<file path="src/hdl/cfr_pkg.sv">
// shared types, constants and crc function of the crc8 frame receiver
// no dependencies
`default_nettype none

package cfr_pkg;

    // framing constants
    localparam logic [7:0] SYNC_A          = 8'hA5;
    localparam logic [7:0] SYNC_B          = 8'h5A;
    localparam logic [7:0] KIND_IMU        = 8'h01;
    localparam logic [7:0] KIND_LAST_PLAIN = 8'h07;
    localparam logic [7:0] KIND_CONTROL    = 8'h10;
    localparam logic [2:0] CONTROL_SLOT    = 3'd7;
    localparam logic [7:0] CONTROL_VERSION = 8'h01;
    localparam int         CONTROL_MIN_LEN = 8;
    localparam logic [15:0] DEFAULT_TIMEOUT = 16'd100;
    localparam logic [7:0] MAX_DIVISOR     = 8'd8;
    localparam logic [7:0] MAX_PAYLOAD     = 8'd64;
    localparam logic [7:0] CRC_POLY        = 8'hD5;
    localparam logic [31:0] LATE_GAP_RESET = 32'd5000;

    // widths
    localparam int LEN_W       = 7;
    localparam int NUM_SLOTS   = 8;
    localparam int HEAD_BYTES  = 8;
    localparam int HEAD_IDX_W  = $clog2(HEAD_BYTES);
    localparam int S_TDATA_W   = 40;
    localparam int M_TDATA_W   = 120;
    localparam int M_TUSER_W   = 8;

    // frame status codes
    localparam logic [1:0] STATUS_DELIVERED = 2'd0;
    localparam logic [1:0] STATUS_CRC_ERR   = 2'd1;
    localparam logic [1:0] STATUS_UNKNOWN   = 2'd2;
    localparam logic [1:0] STATUS_BAD_CTRL  = 2'd3;

    // imu gap codes
    localparam logic [1:0] GAP_NONE = 2'd0;
    localparam logic [1:0] GAP_OK   = 2'd1;
    localparam logic [1:0] GAP_LATE = 2'd2;

    typedef enum logic [2:0] {
        PH_SYNC_A = 3'd0,
        PH_SYNC_B = 3'd1,
        PH_TYPE   = 3'd2,
        PH_SEQ    = 3'd3,
        PH_LEN    = 3'd4,
        PH_BODY   = 3'd5,
        PH_CHECK  = 3'd6
    } parse_phase_t;

    // one received byte with its arrival time
    typedef struct packed {
        logic [31:0] now_us;
        logic [7:0]  rx_byte;
    } in_item_t;

    // completed frame handed from parser to tracker
    typedef struct packed {
        logic                           fire;
        logic                           crc_ok;
        logic [7:0]                     kind;
        logic [7:0]                     seq;
        logic [LEN_W-1:0]               length;
        logic [HEAD_BYTES-1:0][7:0]     head;
        logic [31:0]                    now_us;
    } frame_evt_t;

    // one result item
    typedef struct packed {
        logic [1:0]  frame_status;
        logic [7:0]  frame_kind;
        logic [7:0]  frame_number;
        logic [7:0]  lost_frames;
        logic [31:0] imu_gap_us;
        logic [1:0]  imu_gap_kind;
        logic        stream_enabled;
        logic [7:0]  session_number;
        logic [15:0] control_flags;
        logic [15:0] imu_rate_hz;
        logic [3:0]  return_divisor;
        logic [15:0] timeout_ms;
    } result_t;

    // crc-8/dvb-s2 update by one byte, msb first
    function automatic logic [7:0] crc8_add(input logic [7:0] crc, input logic [7:0] data);
        logic [7:0] v;
        v = crc ^ data;
        for (int i = 0; i < 8; i++) begin
            v = v[7] ? ((v << 1) ^ CRC_POLY) : (v << 1);
        end
        return v;
    endfunction

endpackage

`default_nettype wire

</file>
<file path="src/hdl/cfr_input_stage.sv">
// input register of the frame receiver, holds one byte transfer
// depends on cfr_pkg
`default_nettype none

module cfr_input_stage (
    input  wire logic                     aclk,
    input  wire logic                     aresetn,
    input  wire logic                     s_tvalid,
    output logic                          s_tready,
    input  wire logic [cfr_pkg::S_TDATA_W-1:0] s_tdata,
    input  wire logic                     take,
    output logic                          item_valid,
    output cfr_pkg::in_item_t             item
);
    import cfr_pkg::*;

    logic     valid_reg;
    in_item_t item_reg;

    // free when empty or when the held byte is consumed this cycle
    assign s_tready   = !valid_reg || take;
    assign item_valid = valid_reg;
    assign item       = item_reg;

    always_ff @(posedge aclk) begin
        if (!aresetn) begin
            valid_reg <= 1'b0;
        end else if (s_tready) begin
            valid_reg <= s_tvalid;
        end
    end

    // payload capture
    always_ff @(posedge aclk) begin
        if (s_tvalid && s_tready) begin
            item_reg.rx_byte <= s_tdata[7:0];
            item_reg.now_us  <= s_tdata[39:8];
        end
    end

endmodule

`default_nettype wire

</file>
<file path="src/hdl/cfr_frame_parser.sv">
// sync hunt, header capture, payload head store and running crc
// depends on cfr_pkg
`default_nettype none

module cfr_frame_parser (
    input  wire logic              aclk,
    input  wire logic              aresetn,
    input  wire logic              item_valid,
    input  wire cfr_pkg::in_item_t item,
    input  wire logic              out_busy,
    output logic                   take,
    output cfr_pkg::frame_evt_t    evt
);
    import cfr_pkg::*;

    parse_phase_t              phase_reg, phase_next;
    logic [7:0]                type_reg, type_next;
    logic [7:0]                seq_reg, seq_next;
    logic [LEN_W-1:0]          len_reg, len_next;
    logic [LEN_W-1:0]          fill_reg, fill_next;
    logic [LEN_W-1:0]          fill_inc;
    logic [7:0]                crc_reg, crc_next;
    logic [HEAD_BYTES-1:0][7:0] head_reg;
    logic                      head_we;
    logic                      evt_fire;
    logic                      evt_crc_ok;
    logic [7:0]                b;

    assign b        = item.rx_byte;
    assign fill_inc = fill_reg + 1'b1;

    // hold a crc byte while the result register is still occupied
    assign take = item_valid && !((phase_reg == PH_CHECK) && out_busy);

    // next state of the parser
    always_comb begin
        phase_next = phase_reg;
        type_next  = type_reg;
        seq_next   = seq_reg;
        len_next   = len_reg;
        fill_next  = fill_reg;
        crc_next   = crc_reg;
        head_we    = 1'b0;
        evt_fire   = 1'b0;
        evt_crc_ok = 1'b0;
        if (take) begin
            case (phase_reg)
                PH_SYNC_B: begin
                    if (b == SYNC_B) begin
                        phase_next = PH_TYPE;
                    end else if (b != SYNC_A) begin
                        phase_next = PH_SYNC_A;
                    end
                end
                PH_TYPE: begin
                    type_next  = b;
                    crc_next   = crc8_add(8'd0, b);
                    phase_next = PH_SEQ;
                end
                PH_SEQ: begin
                    seq_next   = b;
                    crc_next   = crc8_add(crc_reg, b);
                    phase_next = PH_LEN;
                end
                PH_LEN: begin
                    if (b > MAX_PAYLOAD) begin
                        phase_next = PH_SYNC_A;
                    end else begin
                        len_next   = b[LEN_W-1:0];
                        crc_next   = crc8_add(crc_reg, b);
                        fill_next  = '0;
                        phase_next = (b == 8'd0) ? PH_CHECK : PH_BODY;
                    end
                end
                PH_BODY: begin
                    head_we   = (fill_reg < LEN_W'(HEAD_BYTES));
                    fill_next = fill_inc;
                    crc_next  = crc8_add(crc_reg, b);
                    if (fill_inc >= len_reg) begin
                        phase_next = PH_CHECK;
                    end
                end
                PH_CHECK: begin
                    evt_fire   = 1'b1;
                    evt_crc_ok = (b == crc_reg);
                    phase_next = PH_SYNC_A;
                end
                default: begin
                    phase_next = (b == SYNC_A) ? PH_SYNC_B : PH_SYNC_A;
                end
            endcase
        end
    end

    // frame fields seen by the tracker
    assign evt = {evt_fire, evt_crc_ok, type_reg, seq_reg, len_reg, head_reg, item.now_us};

    always_ff @(posedge aclk) begin
        if (!aresetn) begin
            phase_reg <= PH_SYNC_A;
            type_reg  <= '0;
            seq_reg   <= '0;
            len_reg   <= '0;
            fill_reg  <= '0;
            crc_reg   <= '0;
        end else begin
            phase_reg <= phase_next;
            type_reg  <= type_next;
            seq_reg   <= seq_next;
            len_reg   <= len_next;
            fill_reg  <= fill_next;
            crc_reg   <= crc_next;
        end
    end

    // first payload bytes, the only ones a control frame decodes
    always_ff @(posedge aclk) begin
        if (head_we) begin
            head_reg[fill_reg[HEAD_IDX_W-1:0]] <= b;
        end
    end

endmodule

`default_nettype wire

</file>
<file path="src/hdl/cfr_frame_tracker.sv">
// per-type sequence tracking, imu gap timing and control decode
// depends on cfr_pkg
`default_nettype none

module cfr_frame_tracker (
    input  wire logic               aclk,
    input  wire logic               aresetn,
    input  wire logic               cfg_wr_en,
    input  wire logic [31:0]        cfg_wr_data,
    input  wire cfr_pkg::frame_evt_t evt,
    output cfr_pkg::result_t        res
);
    import cfr_pkg::*;

    logic [7:0]           last_seq_reg [NUM_SLOTS];
    logic [NUM_SLOTS-1:0] seen_reg, seen_next;
    logic [31:0]          last_imu_reg, last_imu_next;
    logic                 imu_valid_reg, imu_valid_next;
    logic [15:0]          flags_reg, flags_next;
    logic [15:0]          rate_reg, rate_next;
    logic [3:0]           div_reg, div_next;
    logic [15:0]          timeout_reg, timeout_next;
    logic [7:0]           session_reg, session_next;
    logic                 active_reg, active_next;
    logic [31:0]          late_gap_reg;

    logic [2:0]  slot;
    logic        known;
    logic        good;
    logic        seq_we;
    logic [7:0]  delta;
    logic [31:0] gap;
    logic        ctl_ok;
    logic [15:0] dec_flags;
    logic [15:0] dec_timeout;
    logic [3:0]  dec_div;

    // type to tracking slot
    always_comb begin
        known = 1'b1;
        slot  = 3'd0;
        if (evt.kind >= KIND_IMU && evt.kind <= KIND_LAST_PLAIN) begin
            slot = evt.kind[2:0] - 3'd1;
        end else if (evt.kind == KIND_CONTROL) begin
            slot = CONTROL_SLOT;
        end else begin
            known = 1'b0;
        end
    end

    assign good  = evt.fire && known && evt.crc_ok;
    assign delta = evt.seq - last_seq_reg[slot];
    assign gap   = evt.now_us - last_imu_reg;

    // control payload decode
    assign ctl_ok      = (evt.length >= LEN_W'(CONTROL_MIN_LEN))
                         && (evt.head[0] == CONTROL_VERSION);
    assign dec_flags   = {evt.head[2], evt.head[1]};
    assign dec_timeout = ({evt.head[7], evt.head[6]} == 16'd0) ? DEFAULT_TIMEOUT
                                                               : {evt.head[7], evt.head[6]};
    always_comb begin
        if (evt.head[5] == 8'd0) begin
            dec_div = 4'd1;
        end else if (evt.head[5] > MAX_DIVISOR) begin
            dec_div = MAX_DIVISOR[3:0];
        end else begin
            dec_div = evt.head[5][3:0];
        end
    end

    // frame completion: state update and result
    always_comb begin
        seen_next      = seen_reg;
        last_imu_next  = last_imu_reg;
        imu_valid_next = imu_valid_reg;
        flags_next     = flags_reg;
        rate_next      = rate_reg;
        div_next       = div_reg;
        timeout_next   = timeout_reg;
        session_next   = session_reg;
        active_next    = active_reg;
        seq_we         = 1'b0;

        res.frame_status = STATUS_DELIVERED;
        res.lost_frames  = 8'd0;
        res.imu_gap_us   = 32'd0;
        res.imu_gap_kind = GAP_NONE;

        if (!known) begin
            res.frame_status = STATUS_UNKNOWN;
        end else if (!evt.crc_ok) begin
            res.frame_status = STATUS_CRC_ERR;
        end

        if (good) begin
            if (seen_reg[slot] && delta != 8'd1) begin
                res.lost_frames = delta - 8'd1;
            end
            seq_we          = 1'b1;
            seen_next[slot] = 1'b1;

            if (evt.kind == KIND_IMU) begin
                if (imu_valid_reg) begin
                    res.imu_gap_us   = gap;
                    res.imu_gap_kind = (gap > late_gap_reg) ? GAP_LATE : GAP_OK;
                end
                last_imu_next  = evt.now_us;
                imu_valid_next = 1'b1;
            end else if (evt.kind == KIND_CONTROL) begin
                if (!ctl_ok) begin
                    res.frame_status = STATUS_BAD_CTRL;
                end else begin
                    // enable edge starts a new session
                    if (dec_flags[0] && !active_reg) begin
                        session_next   = session_reg + 8'd1;
                        seen_next      = '0;
                        seen_next[CONTROL_SLOT] = 1'b1;
                        imu_valid_next = 1'b0;
                        last_imu_next  = evt.now_us;
                    end
                    flags_next   = dec_flags;
                    rate_next    = {evt.head[4], evt.head[3]};
                    div_next     = dec_div;
                    timeout_next = dec_timeout;
                    active_next  = dec_flags[0];
                end
            end
        end

        res.frame_kind     = evt.kind;
        res.frame_number   = evt.seq;
        res.stream_enabled = active_next;
        res.session_number = session_next;
        res.control_flags  = flags_next;
        res.imu_rate_hz    = rate_next;
        res.return_divisor = div_next;
        res.timeout_ms     = timeout_next;
    end

    always_ff @(posedge aclk) begin
        if (!aresetn) begin
            seen_reg      <= '0;
            last_imu_reg  <= '0;
            imu_valid_reg <= 1'b0;
            flags_reg     <= '0;
            rate_reg      <= '0;
            div_reg       <= '0;
            timeout_reg   <= '0;
            session_reg   <= '0;
            active_reg    <= 1'b0;
        end else begin
            seen_reg      <= seen_next;
            last_imu_reg  <= last_imu_next;
            imu_valid_reg <= imu_valid_next;
            flags_reg     <= flags_next;
            rate_reg      <= rate_next;
            div_reg       <= div_next;
            timeout_reg   <= timeout_next;
            session_reg   <= session_next;
            active_reg    <= active_next;
        end
    end

    // last sequence per slot, meaningful only where the seen bit is set
    always_ff @(posedge aclk) begin
        if (seq_we) begin
            last_seq_reg[slot] <= evt.seq;
        end
    end

    // late gap threshold register
    always_ff @(posedge aclk) begin
        if (!aresetn) begin
            late_gap_reg <= LATE_GAP_RESET;
        end else if (cfg_wr_en) begin
            late_gap_reg <= cfg_wr_data;
        end
    end

endmodule

`default_nettype wire

</file>
<file path="src/hdl/crc8_frame_receiver_unit.sv">
// Framed byte stream receiver with crc-8/dvb-s2 check, top level.
// Depends on cfr_pkg, cfr_input_stage, cfr_frame_parser, cfr_frame_tracker.
//
// Usage:
//   s_ channel carries one received byte per transfer with its microsecond
//   arrival time. Frames are A5 5A, type, sequence, length, payload, crc.
//   m_ channel carries one result per completed frame (on its crc byte),
//   nothing for any other byte. cfg_wr_en/cfg_wr_data set the late gap limit.
// A result enters the result register when the parser takes its crc byte.
// Throughput: 1 byte per cycle while s_tready is high; each byte passes the input
//   register and one parser/tracker update before the result register.
// Reset (aresetn low, synchronous): parser hunts for A5, tracking, imu
//   timing and control state clear, late gap limit 5000, m_tvalid low.
// Stall: while a result waits on m_tready the block keeps taking bytes; only
//   a further crc byte is held in the input register, which then drops
//   s_tready until the waiting result is transferred.
`default_nettype none

module crc8_frame_receiver_unit (
    input  wire logic                            aclk,
    input  wire logic                            aresetn,
    // config: late gap limit in microseconds
    input  wire logic                            cfg_wr_en,
    input  wire logic [31:0]                     cfg_wr_data,
    // byte input
    input  wire logic                            s_tvalid,
    output logic                                 s_tready,
    // s_tdata: rx_byte [7:0], now_us [39:8]
    input  wire logic [cfr_pkg::S_TDATA_W-1:0]   s_tdata,
    // frame results
    output logic                                 m_tvalid,
    input  wire logic                            m_tready,
    // m_tdata: frame_status [1:0], frame_number [9:2], lost_frames [17:10],
    //   imu_gap_us [49:18], imu_gap_kind [51:50], stream_enabled [52],
    //   session_number [60:53], control_flags [76:61], imu_rate_hz [92:77],
    //   return_divisor [96:93], timeout_ms [112:97], zero [119:113]
    output logic [cfr_pkg::M_TDATA_W-1:0]        m_tdata,
    // m_tuser: frame_kind [7:0]
    output logic [cfr_pkg::M_TUSER_W-1:0]        m_tuser
);
    import cfr_pkg::*;

    logic       item_valid;
    in_item_t   item;
    logic       take;
    logic       out_busy;
    frame_evt_t evt;
    result_t    res;

    logic                 m_valid_reg;
    logic [M_TDATA_W-1:0] m_data_reg;
    logic [M_TUSER_W-1:0] m_user_reg;

    assign out_busy = m_valid_reg && !m_tready;

    cfr_input_stage u_input (
        .aclk       (aclk),
        .aresetn    (aresetn),
        .s_tvalid   (s_tvalid),
        .s_tready   (s_tready),
        .s_tdata    (s_tdata),
        .take       (take),
        .item_valid (item_valid),
        .item       (item)
    );

    cfr_frame_parser u_parser (
        .aclk       (aclk),
        .aresetn    (aresetn),
        .item_valid (item_valid),
        .item       (item),
        .out_busy   (out_busy),
        .take       (take),
        .evt        (evt)
    );

    cfr_frame_tracker u_tracker (
        .aclk        (aclk),
        .aresetn     (aresetn),
        .cfg_wr_en   (cfg_wr_en),
        .cfg_wr_data (cfg_wr_data),
        .evt         (evt),
        .res         (res)
    );

    // result register valid
    always_ff @(posedge aclk) begin
        if (!aresetn) begin
            m_valid_reg <= 1'b0;
        end else if (evt.fire) begin
            m_valid_reg <= 1'b1;
        end else if (m_tready) begin
            m_valid_reg <= 1'b0;
        end
    end

    // result payload
    always_ff @(posedge aclk) begin
        if (evt.fire) begin
            m_user_reg <= res.frame_kind;
            m_data_reg <= {7'd0, res.timeout_ms, res.return_divisor, res.imu_rate_hz,
                           res.control_flags, res.session_number, res.stream_enabled,
                           res.imu_gap_kind, res.imu_gap_us, res.lost_frames,
                           res.frame_number, res.frame_status};
        end
    end

    assign m_tvalid = m_valid_reg;
    assign m_tdata  = m_data_reg;
    assign m_tuser  = m_user_reg;

endmodule

`default_nettype wire

</file>
<file path="config.mk">
export PLATFORM = sky130hd
export DESIGN_NAME = crc8_frame_receiver_unit
export DESIGN_NICKNAME = d
export VERILOG_FILES = /design/src/hdl/cfr_pkg.sv /design/src/hdl/cfr_input_stage.sv /design/src/hdl/cfr_frame_parser.sv /design/src/hdl/cfr_frame_tracker.sv /design/src/hdl/crc8_frame_receiver_unit.sv
export SDC_FILE = /design/constraint.sdc
export NUM_CORES = 1
export LEC_CHECK = 0
export ABC_AREA = 0
export BUFFER_PORTS_ARGS = -buffer_cell sky130_fd_sc_hd__buf_2
export CORE_ASPECT_RATIO = 0.6
export CORE_UTILIZATION = 45
export DETAILED_ROUTE_END_ITERATION = 6
export PLACE_DENSITY_LB_ADDON = 0.05
export SYNTH_ARGS = -nofsm -noshare
export SYNTH_HDL_FRONTEND = slang
export SYNTH_SLANG_ARGS = --single-unit
</file>
<file path="constraint.sdc">
create_clock -name aclk -period 7.3 [get_ports aclk]
set_input_delay 0 -clock aclk [delete_from_list [all_inputs] [get_ports aclk]]
set_output_delay 0 -clock aclk [all_outputs]
set_load 0.02 [all_outputs]
</file>
# Word-level counts from Yosys, hierarchy flattened
# Memory sizes are Yosys's and may differ from the RTL's.
# Index checks and enable logic that the tools add are counted.
dict set report op_classes {
  eq_ne 17
  add_sub_neg 6
  n_div 0
  n_mux 96
  shift 0
  n_mul 0
  bitwise_logic 19
  reduce_logical 36
  magnitude_cmp 12
}
# op count
set ops {}
lappend ops {{2-to-1 mux 8 bit} 27}
lappend ops {{2-to-1 mux 16 bit} 13}
lappend ops {{2-to-1 mux 32 bit} 4}
lappend ops {{NOT 5 bit} 16}
lappend ops {{bitwise mux 64 bit} 1}
lappend ops {{> comparator 32 bit} 1}
lappend ops {{subtractor 32 bit} 1}
lappend ops {{2-to-1 mux 1 bit} 25}
lappend ops {{demux 8 bit (select 3 bit)} 1}
lappend ops {{2-to-1 mux 4 bit} 6}
lappend ops {{one-hot mux 8 bit (3 select lines)} 1}
lappend ops {{2-to-1 mux 3 bit} 6}
lappend ops {{one-hot mux 3 bit (6 select lines)} 1}
lappend ops {{equality test 8 x 1 -> 1 bit (second input constant)} 2}
lappend ops {{logical NOT 16 bit} 1}
lappend ops {{logical NOT 8 bit} 2}
lappend ops {{AND reduction 3 bit} 5}
lappend ops {{2-to-1 mux 2 bit} 7}
lappend ops {{one-hot mux 7 bit (2 select lines)} 1}
lappend ops {{logical AND 1 bit} 12}
lappend ops {{nonzero test 2 bit} 5}
lappend ops {{equality test 3 bit (second input constant)} 3}
lappend ops {{adder 8 x 1 -> 8 bit (second input constant)} 1}
lappend ops {{equality test 8 x 5 -> 1 bit (second input constant)} 1}
lappend ops {{other kinds (35)} 43}
dict set report word_totals {
  reg_bits 402
  n_memories 1
  wordCells 219
  ramBits 64
  out_inout_bits 130
  in_bits 77
  rom_bits 0
  latch_bits 0
}
# name words word_bits read_ports rd_clocked_by_memory_dff write_ports line
set mem_list {}
lappend mem_list {u_tracker.last_seq_reg 8 8 1 0 1 cfr_frame_tracker.sv:15} ;# logic [7:0] last_seq_reg [NUM_SLOTS];

# Longest topological paths before layout
dict set report depth {
  word_depth 19
  ltp_mapped 21
  depth_no_buf 21
}

# By module
# A second synthesis with hierarchy kept.
dict set report hier_totals {
  hier_cells 1887
  hier_area_um2 21247.9
}
# mod area_each_um2 seq_area_each_um2 cells_each n_inst
set modules_own_cells {}
lappend modules_own_cells {cfr_frame_tracker 11313.4 4604.4 1291 1}
lappend modules_own_cells {cfr_frame_parser 4944.7 2742.6 419 1}
lappend modules_own_cells {crc8_frame_receiver_unit 3731.1 3653.5 132 1}
lappend modules_own_cells {cfr_input_stage 1258.7 1221.2 45 1}

# Worst setup path after synthesis
# Ideal clock, no wire load.
dict set report synth_path {
  path_type {register -> register}
  start {register u_parser.type_reg[0]}
  end {register m_data_reg[17], in the netlist m_tdata[17] (data pin)}
  slack_ns 2.380
  n_path_buf 3
  required_time_ns 7.153
  path_stages_with_launch 21
  arrival_ns 4.773
  setup_time_ns 0.147
  period_less_slack_ns 4.920
  cell_sequence {dfxtp_1 inv_1 ha_1 clkbuf_1 nor3b_1 nor3_2 nor2_4 clkbuf_1 buf_1 nand2_1 a32oi_1 nand3_1 fa_1 a21o_1 a21oi_1 xnor2_1 or2_0 or2_2 or2_2 or4_1 a21oi_1}
}
dict set report synth_via {
  elab_chain_len 8
  word_cells_on_any_way 19
  classes_between {add/sub (3); order compare (2); eq/ne (2); mux (6); reduce/logical (5); memory (1)}
}
# item line
set synth_lines {}
lappend synth_lines {{start: declaration} cfr_frame_parser.sv:17} ;# logic [7:0] type_reg, type_next;
lappend synth_lines {{start signal: assignment} cfr_frame_parser.sv:108} ;# type_reg <= type_next;
lappend synth_lines {{parallel branches: the longest is 8 deep, another holds >= comparator 8 x 1 -> 1 bit} -}
lappend synth_lines {{end signal: assignment} crc8_frame_receiver_unit.sv:101} ;# m_data_reg <= {7'd0, res.timeout_ms, res.return_divisor, res.imu_rate_hz,
lappend synth_lines {{end: declaration} crc8_frame_receiver_unit.sv:51} ;# logic [M_TDATA_W-1:0] m_data_reg;
# Parallel ways; which one is timed is not known. The select of a mux whose other input is x is not followed.
# A chain may end at the register's enable or synchronous reset.

# Worst setup path after layout
# Ends and elaborated chain as after synthesis.

==> out/qor.tcl <==
set qor(seq_power_share) 0.502
set qor(max_cap_viol_count) 0
set qor(max_clock_freq_ghz) 0.1855
set qor(most_frequent_standard_cell_in_the_layout_excluding_fill_and_tap_cells) {sky130_fd_sc_hd__nand2_1}
set qor(post_synth.cell_area_avg_um2) 11.09
set qor(post-route-period-util) 0.7384
set qor(grt_util_met3) 0.03395
set qor(rows) 60
set qor(die-area_um2) 46290
set qor(finalSetupTns_ns) 0
set qor(vdd_ir_drop_max_v) 0.0001557
set qor(synthesis.instances) 1842
set qor(worstSetupPathType) {flop to flop}
set qor(largest_register_ffs) 113
set qor(post_dp_cell_area_um2) 22020
set qor(tritoncts) {done}
set qor(crit_path_start_kind) {flop}
set qor(p_int_uw) 4357
set qor(cellLeakagePower_uw) 0.009908
set qor(worst_skew_pair.late_latency_ns) 0.56
set qor(final_area_um2) 24500
set qor(area_grow_syn2layout_pct) 19.88
set qor(grt_pass1_vias) 13720
set qor(clock_skew_ns) 0.02176
set qor(number_of_enable_type_register_cells_in_the_synthesized_netlist) 289
set qor(groute.usage.overall) 0.2180
set qor(swShare) 0.2273
set qor(num-nets-final) 2298
set qor(worst_slew_margin_rel) 0.04399
set qor(grt_overflow) 0
set qor(utilization_of_the_core_after_routing) 0.5466
set qor(min-delay-path-class) {primary input to flop}
set qor(pins_over_their_slew_limit) 0
set qor(postSynthRegisterBits) 466
set qor(ios) 207
set qor(cts.sinks) 466
set qor(start_util) 0.4559
set qor(grt.busiest_layer) {met1}
set qor(drt_first_pass_iters) 5
set qor(unrepaired_setup_endpoints_after_global_routing) {false}
set qor(numCtsBuffers) 45
set qor(setup_viol_count_final) 0
set qor(grt_max_degree) 88
set qor(dp_hpwl_um) 33500
set qor(power_switching_uw) 1282
set qor(cellPowerDensity_nw_per_um2) 230.2
set qor(final_layout_size_suffix_gt1_frac) 0.1394
set qor(cts_hold_buf) 100
set qor(clockBufferDepth) 3
set qor(cts_resized) 0
set qor(hold_viol) 0
set qor(gr-usage-met2) 0.3188
set qor(power_frac_comb) 0.083
set qor(post_cts.repair.setup_buffers) 0
set qor(worst_slew_pin_slew_ns) 1.421
set qor(routed-via-count) 14230
set qor(post_drt_via_cell_ratio) 5.164
set qor(signal_arrival_time_at_the_worst_endpoint_ns) 5.79
set qor(drt_first_iter_violations) 1217
set qor(critical_path_peak_fanout) 24
set qor(clk_pin_slew_worst_setup_hold_paths_ns) 0.06
set qor(portBuffers) 199
set qor(cts.htree.levels) 2
set qor(clock-root-buffer) {sky130_fd_sc_hd__clkbuf_16}
set qor(share_of_flip_flops_with_an_asynchronous_set_or_reset_after_synthesis) 0
set qor(synth_top_flop_cell) {sky130_fd_sc_hd__edfxtp_1}
set qor(chipWidth_um) 277.1
set qor(final.min_clock_period_ns) 5.390
set qor(synth-warning-count) 0
set qor(routed_wire_length_per_instance_um) 18.38
set qor(yosysSeqAreaShare) 0.5981
set qor(use_met1) 0.3368
set qor(worst_hold_slack_ns) 0.1487
set qor(core_region_area_um2) 44820
set qor(last_weighted_congestion_value_of_the_routability_driven_placer) 0.8768
set qor(antenna_found_initial) 0
set qor(number_of_remaining_drc_errors) 0
set qor(netlist-cell-type-count) 79
set qor(worstPathRequired_ns) 7.70
set qor(final_cell_mix) {sky130_fd_sc_hd__nand2_1 (333), sky130_fd_sc_hd__edfxtp_1 (289), sky130_fd_sc_hd__buf_2 (198)}
set qor(mappedNetlistArea_um2) 20430
set qor(drtAntennaViolNets) 0
set qor(grt_first_pass_wirelength_um) 78780
set qor(critical_path.endpoint_type) {flop}
set qor(status) {finished, final reports clean}
set qor(clockPowerShare) 0.414
set qor(die_y_um) 167.1
set qor(routed_wirelength_um) 50660
## kinds of logic after synthesis
logic type                 Yosys count  synth area share
DFF                                466            0.5981
adders and majority gates           90           0.05584
and+or+nand+nor                    702            0.1631
AOI/OAI and AO/OA                  270           0.08713
xor gates and xnor gates            92           0.04011
buffers and inverters              178           0.03441
muxes                               43           0.02119
other                                1         0.0001835
## power groups by stage
| stage | Clock [uW] | Combinational, uW | Sequential, uW |
|---|---|---|---|
| 2_1_floorplan | 0 | 297 | 2880 |
| 3_3_place_gp | 0 | 417 | 2890 |
| 3_5_place_dp | 0 | 422 | 2890 |
| 4_1_cts | 2400 | 468 | 2830 |
| 5_1_grt | 2510 | 523 | 2830 |
| 6_report | 2340 | 471 | 2830 |
## cell type report
class | instances | area (um^2)
Antenna cell | 1 | 2.502
Tap cell | 589 | 737.0
Clock buffer | 59 | 1240
Sequential cell | 466 | 12220
Fill cell | 3933 | 20320
Clock inverter | 23 | 229.0
Timing Repair Buffer | 317 | 2135
Multi-Input combinational cell | 1204 | 7565
Inverter | 97 | 366.6
## metrics by stage
stage	worst slack [ns]	instances	power, uW
CTS	1.922	2755	5702
floorplan	2.380	1848	3177
detailed placement	1.945	2573	3310
finish	1.910	2756	5638
global placement	2.106	2573	3304
global route	1.588	2755	5861
## layer usage
| layer | share of wire | vias to the layer above |
|---|---|---|
| li1 | - | 6980 |
| met3 | 0.053 | 61 |
| met2 | 0.42 | 397 |
| met5 | 0 | - |
| met4 | 0.018 | 0 |
| met1 | 0.51 | 6793 |
## worst paths after layout
check | from | end | slack [ns] | depth (start not counted)
hold reg to reg | u_tracker.last_imu_reg[9] | u_tracker.last_imu_reg[9] | 0.45 | 2
setup / recovery | u_parser.type_reg[0] | m_tdata[17] | 1.91 | 17
setup reg to reg | u_parser.type_reg[0] | m_tdata[17] | 1.91 | 17
hold / removal | s_tdata[34] | u_input.item[34] | 0.15 | 2
## critical path, stage by stage, from the launching register on
cell,delay [ns]
sky130_fd_sc_hd__dfxtp_1,0.36
sky130_fd_sc_hd__inv_1,0.13
sky130_fd_sc_hd__ha_1,0.33
sky130_fd_sc_hd__nor4b_2,0.22
sky130_fd_sc_hd__a211oi_2,0.59
sky130_fd_sc_hd__nand2b_1,0.67
sky130_fd_sc_hd__o21ai_0,0.40
sky130_fd_sc_hd__ha_1,0.22
sky130_fd_sc_hd__inv_1,0.06
sky130_fd_sc_hd__fa_1,0.40
sky130_fd_sc_hd__a21o_1,0.17
sky130_fd_sc_hd__a21oi_1,0.22
sky130_fd_sc_hd__xnor2_1,0.13
sky130_fd_sc_hd__or2_0,0.22
sky130_fd_sc_hd__or2_2,0.29
sky130_fd_sc_hd__or2_2,0.29
sky130_fd_sc_hd__or4_1,0.40
sky130_fd_sc_hd__a21oi_1,0.14
## cell usage after synthesis (14+ instances only)
library cell / n / area (um^2)
sky130_fd_sc_hd__o21a_1: 16 / 120.1
sky130_fd_sc_hd__nand2_1: 334 / 1254
sky130_fd_sc_hd__a21o_1: 19 / 142.6
sky130_fd_sc_hd__nand3_1: 37 / 185.2
sky130_fd_sc_hd__xnor2_1: 59 / 516.8
sky130_fd_sc_hd__clkbuf_1: 66 / 247.7
sky130_fd_sc_hd__and2_1: 70 / 437.9
sky130_fd_sc_hd__nand2b_1: 14 / 87.58
sky130_fd_sc_hd__a21boi_1: 14 / 105.1
sky130_fd_sc_hd__a21oi_1: 82 / 410.4
sky130_fd_sc_hd__edfxtp_1: 289 / 8678
sky130_fd_sc_hd__and3_1: 35 / 219.0
sky130_fd_sc_hd__dfxtp_1: 177 / 3543
sky130_fd_sc_hd__ha_1: 88 / 1101
sky130_fd_sc_hd__nor3_1: 15 / 75.07
sky130_fd_sc_hd__o21ai_0: 37 / 185.2
sky130_fd_sc_hd__a21boi_0: 25 / 187.7
sky130_fd_sc_hd__inv_1: 97 / 364.1
sky130_fd_sc_hd__nor2_1: 94 / 352.8
sky130_fd_sc_hd__nor2b_1: 44 / 275.3
sky130_fd_sc_hd__nand4_1: 14 / 87.58
sky130_fd_sc_hd__xor2_1: 32 / 280.3
sky130_fd_sc_hd__mux2i_1: 41 / 410.4
(Power assumes the default switching activity.)
